## src/hdl/pti_pkg.sv

```systemverilog
`timescale 1ns / 1ps
// ----------------------------------------------------------------------------
// pti_pkg: shared types and constants of the piecewise table interpolator
// Widths of the fixed point datapath, register and command codes, the
// sequencer states and the handshake structs of the serial arithmetic unit.
// ----------------------------------------------------------------------------
package pti_pkg;

	localparam int unsigned DEF_MAX_POINTS = 64;

	localparam int unsigned PT_W   = 32;   // breakpoint and result width
	localparam int unsigned DIFF_W = 33;   // difference of two points
	localparam int unsigned MAG_W  = 97;   // magnitude of a three-factor numerator
	localparam int unsigned DEN_W  = 65;   // magnitude of a two-factor denominator
	localparam int unsigned ACC_W  = 100;  // signed sum of up to three quotients
	localparam int unsigned CNT_W  = 7;    // serial step counter
	localparam int unsigned IDX_W  = 6;    // index field of a load
	localparam int unsigned CFG_AW = 4;    // APB byte address width

	typedef enum logic [1:0] {
		REG_POINT_COUNT = 2'd0,
		REG_METHOD      = 2'd1,
		REG_LEFT_MODE   = 2'd2,
		REG_RIGHT_MODE  = 2'd3
	} reg_idx_t;

	localparam logic [1:0] MODE_CONST  = 2'd0;
	localparam logic [1:0] MODE_LINEAR = 2'd1;
	localparam logic [1:0] MODE_ZERO   = 2'd2;

	localparam logic CMD_LOAD  = 1'b0;
	localparam logic CMD_QUERY = 1'b1;

	localparam logic METHOD_LINEAR = 1'b0;
	localparam logic METHOD_QUAD   = 1'b1;

	typedef enum logic {
		MD_MUL = 1'b0,
		MD_DIV = 1'b1
	} md_op_t;

	typedef struct packed {
		logic   go;
		md_op_t op;
	} md_req_t;

	typedef struct packed {
		logic busy;
		logic done;
	} md_rsp_t;

	typedef enum logic [3:0] {
		ST_IDLE,
		ST_RD_FIRST,
		ST_RD_LAST,
		ST_CLASSIFY,
		ST_SCAN_RD,
		ST_SCAN_CMP,
		ST_FETCH_RD,
		ST_FETCH_CAP,
		ST_TERM_SET,
		ST_MUL_A,
		ST_MUL_B,
		ST_MUL_D,
		ST_DIV,
		ST_FINISH
	} state_t;

	// signed difference of two breakpoint values, one bit wider
	function automatic logic signed [DIFF_W-1:0] diff33(input logic signed [PT_W-1:0] a,
			input logic signed [PT_W-1:0] b);
		return {a[PT_W-1], a} - {b[PT_W-1], b};
	endfunction

	function automatic logic [DIFF_W-1:0] mag33(input logic signed [DIFF_W-1:0] v);
		return v[DIFF_W-1] ? (~v + 1'b1) : v;
	endfunction

endpackage

```

## src/hdl/pti_muldiv.sv

```systemverilog
`timescale 1ns / 1ps
// ----------------------------------------------------------------------------
// pti_muldiv: serial magnitude multiplier and restoring divider
// Multiply: one bit of the short operand per cycle. Divide: one quotient bit
// per cycle over the full numerator. Result holds while done is high.
// ----------------------------------------------------------------------------
module pti_muldiv (
	input  logic                          clk,
	input  logic                          arst_n,
	input  pti_pkg::md_req_t              req,
	input  logic [pti_pkg::MAG_W-1:0]     a_mag,
	input  logic [pti_pkg::DEN_W-1:0]     b_mag,
	output pti_pkg::md_rsp_t              rsp,
	output logic [pti_pkg::MAG_W-1:0]     result
);

	logic                           busy_q;
	pti_pkg::md_op_t                op_q;
	logic [pti_pkg::CNT_W-1:0]      cnt_q;
	logic [pti_pkg::MAG_W-1:0]      sh_q;
	logic [pti_pkg::MAG_W-1:0]      acc_q;
	logic [pti_pkg::DEN_W-1:0]      b_q;
	logic [pti_pkg::DEN_W:0]        rem_q;
	logic [pti_pkg::DEN_W:0]        rem_sh;
	logic                           fits;
	logic [pti_pkg::DEN_W:0]        rem_nx;
	logic                           step;

	assign step   = busy_q && (cnt_q != '0);
	assign rem_sh = {rem_q[pti_pkg::DEN_W-1:0], sh_q[pti_pkg::MAG_W-1]};
	assign fits   = rem_sh >= {1'b0, b_q};
	assign rem_nx = fits ? (rem_sh - {1'b0, b_q}) : rem_sh;

	always_ff @(posedge clk or negedge arst_n) begin
		if (!arst_n) begin
			busy_q <= 1'b0;
			op_q   <= pti_pkg::MD_MUL;
			cnt_q  <= '0;
		end else if (req.go) begin
			busy_q <= 1'b1;
			op_q   <= req.op;
			cnt_q  <= (req.op == pti_pkg::MD_MUL) ? pti_pkg::CNT_W'(pti_pkg::DIFF_W)
				: pti_pkg::CNT_W'(pti_pkg::MAG_W);
		end else if (step) begin
			cnt_q <= cnt_q - 1'b1;
		end else begin
			busy_q <= 1'b0;
		end
	end

	always_ff @(posedge clk) begin
		if (req.go) begin
			sh_q  <= a_mag;
			b_q   <= b_mag;
			acc_q <= '0;
			rem_q <= '0;
		end else if (step) begin
			if (op_q == pti_pkg::MD_MUL) begin
				if (b_q[0]) begin
					acc_q <= acc_q + sh_q;
				end
				sh_q <= {sh_q[pti_pkg::MAG_W-2:0], 1'b0};
				b_q  <= {1'b0, b_q[pti_pkg::DEN_W-1:1]};
			end else begin
				rem_q <= rem_nx;
				sh_q  <= {sh_q[pti_pkg::MAG_W-2:0], fits};
			end
		end
	end

	assign rsp.busy = busy_q;
	assign rsp.done = busy_q && (cnt_q == '0);
	assign result   = (op_q == pti_pkg::MD_MUL) ? acc_q : sh_q;

endmodule

```

## config.mk

```make
export PLATFORM = sky130hd
export DESIGN_NAME = pti_muldiv
export DESIGN_NICKNAME = d
export VERILOG_FILES = /design/src/hdl/pti_pkg.sv /design/src/hdl/pti_muldiv.sv
export SDC_FILE = /design/constraint.sdc
export NUM_CORES = 1
export LEC_CHECK = 0
export ABC_AREA = 1
export BUFFER_PORTS_ARGS = -buffer_cell sky130_fd_sc_hd__buf_4
export CAP_MARGIN = 20
export CORE_ASPECT_RATIO = 0.7
export CORE_MARGIN = 2
export CORE_UTILIZATION = 41
export CTS_BUF_LIST = sky130_fd_sc_hd__clkbuf_16
export CTS_CLUSTER_SIZE = 25
export DETAILED_ROUTE_END_ITERATION = 6
export MAX_ROUTING_LAYER = met4
export PLACE_DENSITY = 0.56
export SLEW_MARGIN = 40
export SYNTH_ARGS = -nofsm -noshare
export SYNTH_HDL_FRONTEND = slang
export SYNTH_SLANG_ARGS = --single-unit
```

## constraint.sdc

```tcl
create_clock -name clk -period 7.2 [get_ports clk]
set_input_delay 0.36 -clock clk [delete_from_list [all_inputs] [get_ports clk]]
set_output_delay 0.36 -clock clk [all_outputs]
set_load 0.02 [all_outputs]
```

==> flow_metrics.env, run 1 <==
export IMPL_grt_ovfl_total=0
export IMPL_synth_cell_types=50
export IMPL_critPathLaunch="sh_q[96]"
export IMPL_postSynthAreaPerCell_um2=5.96
export IMPL_start_util_pct=41.5
export IMPL_synth_seq_cells=333
export IMPL_hold_violations=0
export IMPL_gp_congestion=1.04
export IMPL_synth_ff_type="edfxtp_1"
export IMPL_final_cell_area_mm2=0.0338
export IMPL_grtUsageTotal_pct=31.9
export IMPL_p_total_w=0.00988
export IMPL_grt_max_degree=102
export IMPL_cts_root_buf="clkbuf_16"
export IMPL_synth_top_area_share_pct=23.1
export IMPL_cp_required_ps=7510
export IMPL_arrival_ps=4590
export IMPL_critical_path_class="reg2reg"
export IMPL_htree_levels=2
export IMPL_ant_nets=0
export IMPL_relSlewSlack_pct=30.1
export IMPL_clock_sinks=333
export IMPL_placed_cell_area_mm2=0.0325
export IMPL_die_height_um=230
export IMPL_wl_um=119000
export IMPL_route_detailed_drc=0
export IMPL_crit_fanout=26
export IMPL_ys_async_sr_fraction_pct=2.70
export IMPL_drv_cap=0
export IMPL_ctsLongestPathBuffers=3
export IMPL_drive_gt1_share_pct=7.83
export IMPL_startpoint_type="flip-flop"
export IMPL_first_pass_iters=6
export IMPL_grt_pass1_wl_um=176000
export IMPL_tns_ps=0
export IMPL_synth_area_leaders="nand2_1, edfxtp_1, inv_1, dfxtp_1, ha_1"
export IMPL_grt_pass1_vias=27800
export IMPL_synth_area_mm2=0.0298
export IMPL_dieArea_mm2=0.0749
export IMPL_synth_common_cells="nand2_1, inv_1, nor2_1, a21oi_1, o21ai_0"
export IMPL_fillers=7917
export IMPL_clock_fmax_ghz=0.234
export IMPL_yosys_area_top_type="nand2_1"
export IMPL_post_synth_top_count_cell="nand2_1"
export IMPL_nets=5536
export IMPL_yosys_warnings=0
export IMPL_r2r_start="sh_q[96]"
export IMPL_io_pins=265
export IMPL_clkTransAtPathRegs_ps=60
export IMPL_fin_util_pct=47.1
export IMPL_endpoint_kind="flip-flop"
export IMPL_timing_final_crit_share_pct=59.4
export IMPL_port_buffers=264
export IMPL_first_iter_violations=3387
export IMPL_via_per_inst=5.07
export IMPL_slew_viol_final=0
export IMPL_core_area_mm2=0.0717
export IMPL_row_count=82
export IMPL_vias=31400
export IMPL_hp_class="in2reg"
export IMPL_synth_nets=5328
export IMPL_leakage_nw=18.4
export IMPL_tightestPinTransition_ps=1040
export IMPL_fin_cells=6201
export IMPL_numCtsBuffers=38
export IMPL_area_growth_pct=13.5
export IMPL_min_from="a_mag[45]"
export IMPL_antennaDiodeCount=0
export IMPL_grt_setup_unrepaired="false"
export IMPL_power_density_mw_per_mm2=292
export IMPL_setup_viol=0
export IMPL_skew_ps=35.4
export IMPL_cts_tree="yes"
export IMPL_routedWlPerCell_um=19.2
export IMPL_dp_hpwl_um=98300
export IMPL_dp_cells=6118
export IMPL_synth_cells=4997
export IMPL_status="completed"
export IMPL_synth_edf_count=162
export IMPL_antenna_found_initial=1
export IMPL_ir_drop_v=0.000156
export IMPL_ys_seq_area_share_pct=28.0
export IMPL_fin_crit_ps=4280
export IMPL_clk_latency_ps=620
export IMPL_die_w_um=326
[layout by cell type, fill, tap and decap left out, drive strengths merged]
master,n
o21a,20
ha,163
clkbuf,38
a21oi,346
dfrtp,9
nor2,363
o221ai,1
o211ai,1
a21o,4
nand3b,26
dfxtp,162
inv,999
buf,280
o21ai,351
dlygate4sd3,12
a21boi,1
nor4,4
o22ai,1
fa,2
nor3,34
nand3,239
nand4,25
o21bai,34
or2,4
xnor2,4
xor2,81
and3,2
bufinv,1
nand2,1841
clkinv,18
and2,6
a31oi,1
edfxtp,162
[worst max-delay path, cell delays in order (launching register included)]
cell	delay [ps]
edfxtp_1	360
inv_1	90
ha_1	230
fa_1	360
inv_1	120
nand3_1	100
nand3_2	150
nand2_1	80
nand2_2	140
nand2_1	70
nand2_1	200
nand2_2	400
nand2_4	450
inv_1	480
o21ai_0	700
[flip-flops by register name, summed over array words and instances (netlist names)]
register and cells:
rem_q 65, sh_q 97, busy_q 1, cnt_q 7
acc_q 97, b_q 65, op_q 1
[report_power, final]
group | internal [W] | switching [W] | leakage (nW)
registers | 0.00242 | 0.000257 | 3.19
logic | 0.00161 | 0.00371 | 14.6
clock network | 0.00101 | 0.000880 | 0.614
[routing by layer]
metal,wire (um),track usage (%),up-vias
li1,-,-,15900
met1,64400,53.0,14200
met2,38100,35.0,1239
met3,15000,10.7,69
met4,1300,4.13,0
met5,0,-,-
[path summary, 6_finish.rpt]
path	endpoint	slack, ps	cells after the start
setup / recovery	sh_q[0]	2920	14
hold / removal	sh_q[45]	30	3
setup reg to reg	sh_q[0]	2920	14
hold reg to reg	acc_q[4]	480	2
max in group asynchronous	op_q	6950	2
min in group asynchronous	cnt_q[2]	100	2
[layout make-up]
class / instances / area (um2) / share of cell area (%)
clock buffer: 38 / 951 / 2.81
multi-input combinational: 3554 / 17100 / 50.6
clock inverter: 32 / 214 / 0.633
sequential: 333 / 8340 / 24.7
inverter: 986 / 3710 / 11.0
tap: 966 / 1210 / 3.58
timing repair buffer: 292 / 2270 / 6.72
[cell families after synthesis]
family | share of synthesized area [%]
XOR/XNOR | 2.50
buffers and inverters | 14.7
flip-flops | 28.0
AND/OR/NAND/NOR | 34.5
AO/OA/AOI/OAI | 13.4
adder cells (fa/ha/maj) | 6.98
[through the flow]
step | setup WS [ps] | hold WS, ps
after floorplan | 1230 | 64.4
after global placement | 2990 | 194
after detailed placement | 3000 | 197
after CTS | 2970 | 0.249
after global routing | 2710 | 21.4
final | 2920 | 34.0
[what timing repair did]
action	CTS	global route
resized for setup	0	0
hold endpoints to repair	20	0
hold buffers	12	0
buffers inserted	0	0
Power figures use the tool's default switching activity.
==> run 2: changes to the inputs <==
--- a/config.mk
+++ b/config.mk
@@ -15,7 +15,7 @@
 export CTS_CLUSTER_SIZE = 25
 export DETAILED_ROUTE_END_ITERATION = 6
 export MAX_ROUTING_LAYER = met4
-export PLACE_DENSITY = 0.56
+export PLACE_DENSITY = 0.59
 export SLEW_MARGIN = 40
 export SYNTH_ARGS = -nofsm -noshare
 export SYNTH_HDL_FRONTEND = slang
==> constraint.sdc (replaced) <==
create_clock -name clk -period 3.5 [get_ports clk]
set_input_delay 0.175 -clock clk [delete_from_list [all_inputs] [get_ports clk]]
set_output_delay 0.175 -clock clk [all_outputs]
set_load 0.02 [all_outputs]
==> run 2 against run 1 <==
  * Cell count rose by 2.9%
  * Sequential cell count did not move
  * Global-route usage rose by 1.1 points
  * Clock power rose by 110%
  * Via count rose by 2.4%
  * Clock-buffer cell count rose by 1
  * Non-clock buffer count rose by 184
  * Critical path type unchanged
  * Largest power group unchanged
  * Highest routed layer unchanged
==> flow_metrics.env, run 2 (same netlist as run 1, synthesis figures left out) <==
export IMPL_ant_nets=0
export IMPL_io_pins=265
export IMPL_fin_crit_ps=3350
export IMPL_skew_ps=46.8
export IMPL_holdPathStages=3
export IMPL_multi_input_area_mm2=0.0171
export IMPL_ff2ff_path_depth=12
export IMPL_cpMostUsedCell="nand2_1"
export IMPL_port_buffers=264
export IMPL_grt_ovfl_total=0
export IMPL_hp_class="in2reg"
export IMPL_placed_cell_area_mm2=0.0328
export IMPL_first_iter_violations=3275
export IMPL_vias=32200
export IMPL_clock_fmax_ghz=0.299
export IMPL_ir_drop_v=0.000360
export IMPL_htree_levels=2
export IMPL_area_growth_pct=19.7
export IMPL_critPathMaxStageDelay_ps=670
export IMPL_final_cell_mix="nand2_1, inv_1, nor2_1"
export IMPL_cp_required_ps=3990
export IMPL_via_per_inst=5.04
export IMPL_worstPathCellList="ha_1 > nand2_1 > nor2_1 > nand2_1 > inv_1 > nand2_1 > nor2_1 > nand2_1 > nand4_1 > nand3_1 > nand2_1 > inv_1"
export IMPL_grt_setup_unrepaired="false"
export IMPL_die_w_um=326
export IMPL_dieArea_mm2=0.0749
export IMPL_fin_util_pct=49.7
export IMPL_min_from="a_mag[0]"
export IMPL_grt_pass1_vias=29200
export IMPL_final_common_cell="nand2_1"
export IMPL_clock_sinks=333
export IMPL_tns_ps=0
export IMPL_first_pass_iters=6
export IMPL_clk_latency_ps=620
export IMPL_power_density_mw_per_mm2=587
export IMPL_grt_use_met3_pct=12.8
export IMPL_arrival_ps=3840
export IMPL_start_util_pct=41.5
export IMPL_grt_use_met2_pct=37.8
export IMPL_tightestPinTransition_ps=959
export IMPL_cts_root_buf="clkbuf_16"
export IMPL_relSlewSlack_pct=35.4
export IMPL_drv_cap=0
export IMPL_row_count=82
export IMPL_antenna_found_initial=0
export IMPL_clkTransAtPathRegs_ps=70
export IMPL_busiest_layer="met1"
export IMPL_use_met1_pct=52.3
export IMPL_grt_pass1_wl_um=182000
export IMPL_die_height_um=230
export IMPL_cts_tree="yes"
export IMPL_dp_hpwl_um=99800
export IMPL_drive_gt1_share_pct=8.23
export IMPL_timing_final_crit_share_pct=95.6
export IMPL_ff2ff_setup_slack_ps=150
export IMPL_r2r_start="sh_q[50]"
export IMPL_cp_slowest_cell="nor2_1"
export IMPL_leakage_nw=19.2
export IMPL_routedWlPerCell_um=19.2
export IMPL_setup_viol=0
export IMPL_antennaDiodeCount=0
export IMPL_wl_um=122000
export IMPL_regToRegEndpoint="acc_q[81]"
export IMPL_final_cell_area_mm2=0.0357
export IMPL_grtUsageTotal_pct=33.0
export IMPL_route_detailed_drc=0
export IMPL_register_area_mm2=0.00834
export IMPL_post_cts_setup_buffer_count=0
export IMPL_status="completed"
export IMPL_critical_path_class="reg2reg"
export IMPL_numCtsBuffers=38
export IMPL_grt_max_degree=128
export IMPL_min_to="sh_q[0]"
export IMPL_endpoint_kind="flip-flop"
export IMPL_top_regs="acc_q: 97 flops, sh_q: 97 flops"
export IMPL_gp_congestion=1.07
export IMPL_startpoint_type="flip-flop"
export IMPL_hold_violations=0
export IMPL_nets=5720
export IMPL_core_area_mm2=0.0717
export IMPL_fillers=7631
export IMPL_ctsLongestPathBuffers=3
export IMPL_crit_fanout=4
export IMPL_slew_viol_final=0
run 2: repair_timing:
action	4_1_cts	5_1_grt
endpoints found under the hold margin	171	0
resized for setup	0	1
setup endpoints to repair	0	2
hold buffers	163	0
run 2: worst max path at each step:
stage,cells past startpoint,from,to
final,12,sh_q[50],acc_q[81]
after global routing,14,sh_q[37],acc_q[77]
after CTS,13,sh_q[11],acc_q[70]
after detailed placement,13,sh_q[11],acc_q[70]
after global placement,13,sh_q[11],acc_q[70]
after floorplan,6,req[1],cnt_q[6]
run 2: final cells by class:
type / count / share of cell area, %
Tap cell: 966 / 3.39
Sequential cell: 333 / 23.4
Clock buffer: 39 / 2.74
Clock inverter: 28 / 0.582
Inverter: 986 / 10.4
Multi-Input combinational cell: 3554 / 48.0
Timing Repair Buffer: 476 / 11.5
run 2: through the flow:
stage / hold WS [ps] / total power [W] / setup slack (ps) / cells
6_report: 6.52 / 0.0209 / 153 / 6382
5_1_grt: 10.3 / 0.0224 / 36.3 / 6382
4_1_cts: 5.47 / 0.0207 / 265 / 6382
3_5_place_dp: 8.55 / 0.0164 / 288 / 6152
3_3_place_gp: 11.2 / 0.0164 / 291 / 6152
2_1_floorplan: -121 / 0.0127 / 47.2 / 4997
run 2: where the power goes:
group / internal, W / total (W) / switching [W]
Sequential: 0.00498 / 0.00555 / 0.000569
Clock: 0.00218 / 0.00401 / 0.00183
Combinational: 0.00357 / 0.0114 / 0.00782
Total: 0.0107 / 0.0209 / 0.0102
run 2: per-layer routing:
layer	wire length, um	share of wire, %
met2	40400	33
met4	1470	1.2
met1	64600	53
met3	15900	13
met5	0	0
run 2: critical path, delay by kind of cell, from the launching register on:
family | cells | cell delay (ps)
AND/OR/NAND/NOR | 9 | 2250
adder cells (fa/ha/maj) | 1 | 410
flip-flops | 1 | 440
buffers and inverters | 2 | 150
==> run 3: changes to the inputs <==
--- a/config.mk
+++ b/config.mk
@@ -11,11 +11,10 @@
 export CORE_ASPECT_RATIO = 0.7
 export CORE_MARGIN = 2
 export CORE_UTILIZATION = 41
-export CTS_BUF_LIST = sky130_fd_sc_hd__clkbuf_16
-export CTS_CLUSTER_SIZE = 25
+export CTS_CLUSTER_SIZE = 24
 export DETAILED_ROUTE_END_ITERATION = 6
 export MAX_ROUTING_LAYER = met4
-export PLACE_DENSITY = 0.59
+export PLACE_DENSITY = 0.56
 export SLEW_MARGIN = 40
 export SYNTH_ARGS = -nofsm -noshare
 export SYNTH_HDL_FRONTEND = slang
==> constraint.sdc (replaced) <==
create_clock -name clk -period 3.7 [get_ports clk]
set_input_delay 0.185 -clock clk [delete_from_list [all_inputs] [get_ports clk]]
set_output_delay 0.185 -clock clk [all_outputs]
set_load 0.02 [all_outputs]
==> run 3 against run 2 <==
  * Cell count about the same
  * Critical endpoint is now acc_q[70]
  * Critical path depth up 4
  * Setup slack better by 160 ps
  * First-iteration DRC count up 5.8%
==> flow_metrics.env, run 3 (same netlist as run 1, synthesis figures left out) <==
export IMPL_ctsLongestPathBuffers=3
export IMPL_tightestPinTransition_ps=1040
export IMPL_post_place_ws_ps=522
export IMPL_post_cts_setup_buffer_count=0
export IMPL_status="completed"
export IMPL_cp_buffers_inverters=1
export IMPL_tns_ps=0
export IMPL_via_per_inst=5.05
export IMPL_fin_ws_ps=309
export IMPL_die_height_um=230
export IMPL_start_util_pct=41.5
export IMPL_clock_fmax_ghz=0.295
export IMPL_p_total_w=0.0199
export IMPL_leakage_nw=19.2
export IMPL_worstPathCellList="ha_1 > fa_1 > nand3_1 > nand2_1 > nand2_1 > nand2_1 > nand4_1 > nand3b_1 > nand2_1 > nand2_1 > nand2_1 > nand2_1 > nand2_1 > nand3_1 > nand2_1 > inv_1"
export IMPL_cts_tree="yes"
export IMPL_htree_levels=2
export IMPL_skew_ps=30.9
export IMPL_first_pass_iters=6
export IMPL_critical_path_class="reg2reg"
export IMPL_relSlewSlack_pct=29.9
export IMPL_top_regs="acc_q: 97 flops, sh_q: 97 flops"
export IMPL_ir_drop_v=0.000393
export IMPL_grt_ovfl_total=0
export IMPL_endpoint_kind="flip-flop"
export IMPL_fin_cells=6383
export IMPL_cp_slowest_cell="edfxtp_1"
export IMPL_slew_viol_final=0
export IMPL_io_pins=265
export IMPL_first_iter_violations=3466
export IMPL_grtUsageTotal_pct=32.5
export IMPL_gp_congestion=1.08
export IMPL_row_count=82
export IMPL_ant_nets=0
export IMPL_grt_pass1_vias=29000
export IMPL_drv_cap=0
export IMPL_drive_gt1_share_pct=8.22
export IMPL_port_buffers=264
export IMPL_clk_latency_ps=600
export IMPL_power_density_mw_per_mm2=559
export IMPL_cp_required_ps=4180
export IMPL_grt_max_degree=142
export IMPL_route_detailed_drc=0
export IMPL_vias=32300
export IMPL_hold_worst_slack_ps=33.3
export IMPL_hold_violations=0
export IMPL_multi_input_area_mm2=0.0171
export IMPL_routedWlPerCell_um=19.0
export IMPL_clock_sinks=333
export IMPL_register_area_mm2=0.00834
export IMPL_arrival_ps=3870
export IMPL_fillers=7647
export IMPL_final_cell_mix="nand2_1, inv_1, nor2_1"
export IMPL_cts_root_buf="clkbuf_16"
export IMPL_dieArea_mm2=0.0749
export IMPL_grt_pass1_wl_um=180000
export IMPL_core_area_mm2=0.0717
export IMPL_grt_setup_unrepaired="false"
export IMPL_crit_fanout=4
export IMPL_dp_cells=6144
export IMPL_ff2ff_setup_slack_ps=310
export IMPL_critPathMaxStageDelay_ps=430
export IMPL_fin_crit_ps=3390
export IMPL_cpMostUsedCell="nand2_1"
export IMPL_hp_class="in2reg"
export IMPL_setup_viol=0
export IMPL_path_delay_family="simple AND/OR/NAND/NOR gates"
export IMPL_startpoint_type="flip-flop"
export IMPL_nets=5714
export IMPL_numCtsBuffers=39
export IMPL_area_growth_pct=19.8
export IMPL_wl_um=121000
export IMPL_dp_hpwl_um=98700
export IMPL_antenna_found_initial=3
export IMPL_final_common_cell="nand2_1"
export IMPL_timing_final_crit_share_pct=91.7
export IMPL_die_w_um=326
export IMPL_clkTransAtPathRegs_ps=60
-- run 3: changes by cell type in the layout (fill, tap and decap cells not counted), sizes merged --
cell	before	now
dlygate4sd3	163	164
buf	313	305
bufinv	2	3
diode	0	5
inv	996	990
clkbuf	39	54
clkinv	14	7
-- run 3: routing by layer --
layer / up-vias / wire length (um) / GRT usage [%]
li1: 16300 / - / -
met1: 14700 / 66100 / 54.2
met2: 1285 / 39900 / 36.9
met3: 61 / 14100 / 9.16
met4: 0 / 948 / 3.53
met5: - / 0 / -
-- run 3: path summary, 6_finish.rpt --
kind | depth (start not counted) | endpoint | start
max | 16 | acc_q[70] | sh_q[0]
min | 4 | rem_q[41] | req[1]
max reg2reg | 16 | acc_q[70] | sh_q[0]
min reg2reg | 2 | rem_q[45] | rem_q[45]
max in group asynchronous | 3 | op_q | arst_n
min in group asynchronous | 3 | busy_q | arst_n
-- run 3: timing repair --
action                                 in CTS  in global routing
endpoints found under the hold margin     172                  0
resized for setup                           0                  0
hold buffers                              164                  0
-- run 3: worst min-delay path, delay by kind of cell --
family                 cells  cell delay (ps)
AO/OA/AOI/OAI              1              140
buffers and inverters      2              200
AND/OR/NAND/NOR            1               60
-- run 3: report_power, final --
part	switching (W)	internal (W)	leakage, nW	total, W
registers	0.000541	0.00471	3.19	0.00525
clock network	0.00171	0.00230	0.627	0.00401
logic	0.00735	0.00332	15.4	0.0107
-- run 3: cell type report --
type	count	area share (%)
antenna	5	0.0351
clock buffer	54	3.09
clock inverter	16	0.508
inverter	986	10.4
multi-input combinational	3554	47.9
sequential	333	23.4
tap	966	3.39
timing repair buffer	469	11.3
-- run 3: per-stage QoR --
stage,utilization [%],area (um2)
floorplan,-,29800
global placement,45.7,32700
detailed placement,45.7,32700
CTS,49.7,35700
global route,49.8,35700
finish,49.8,35700
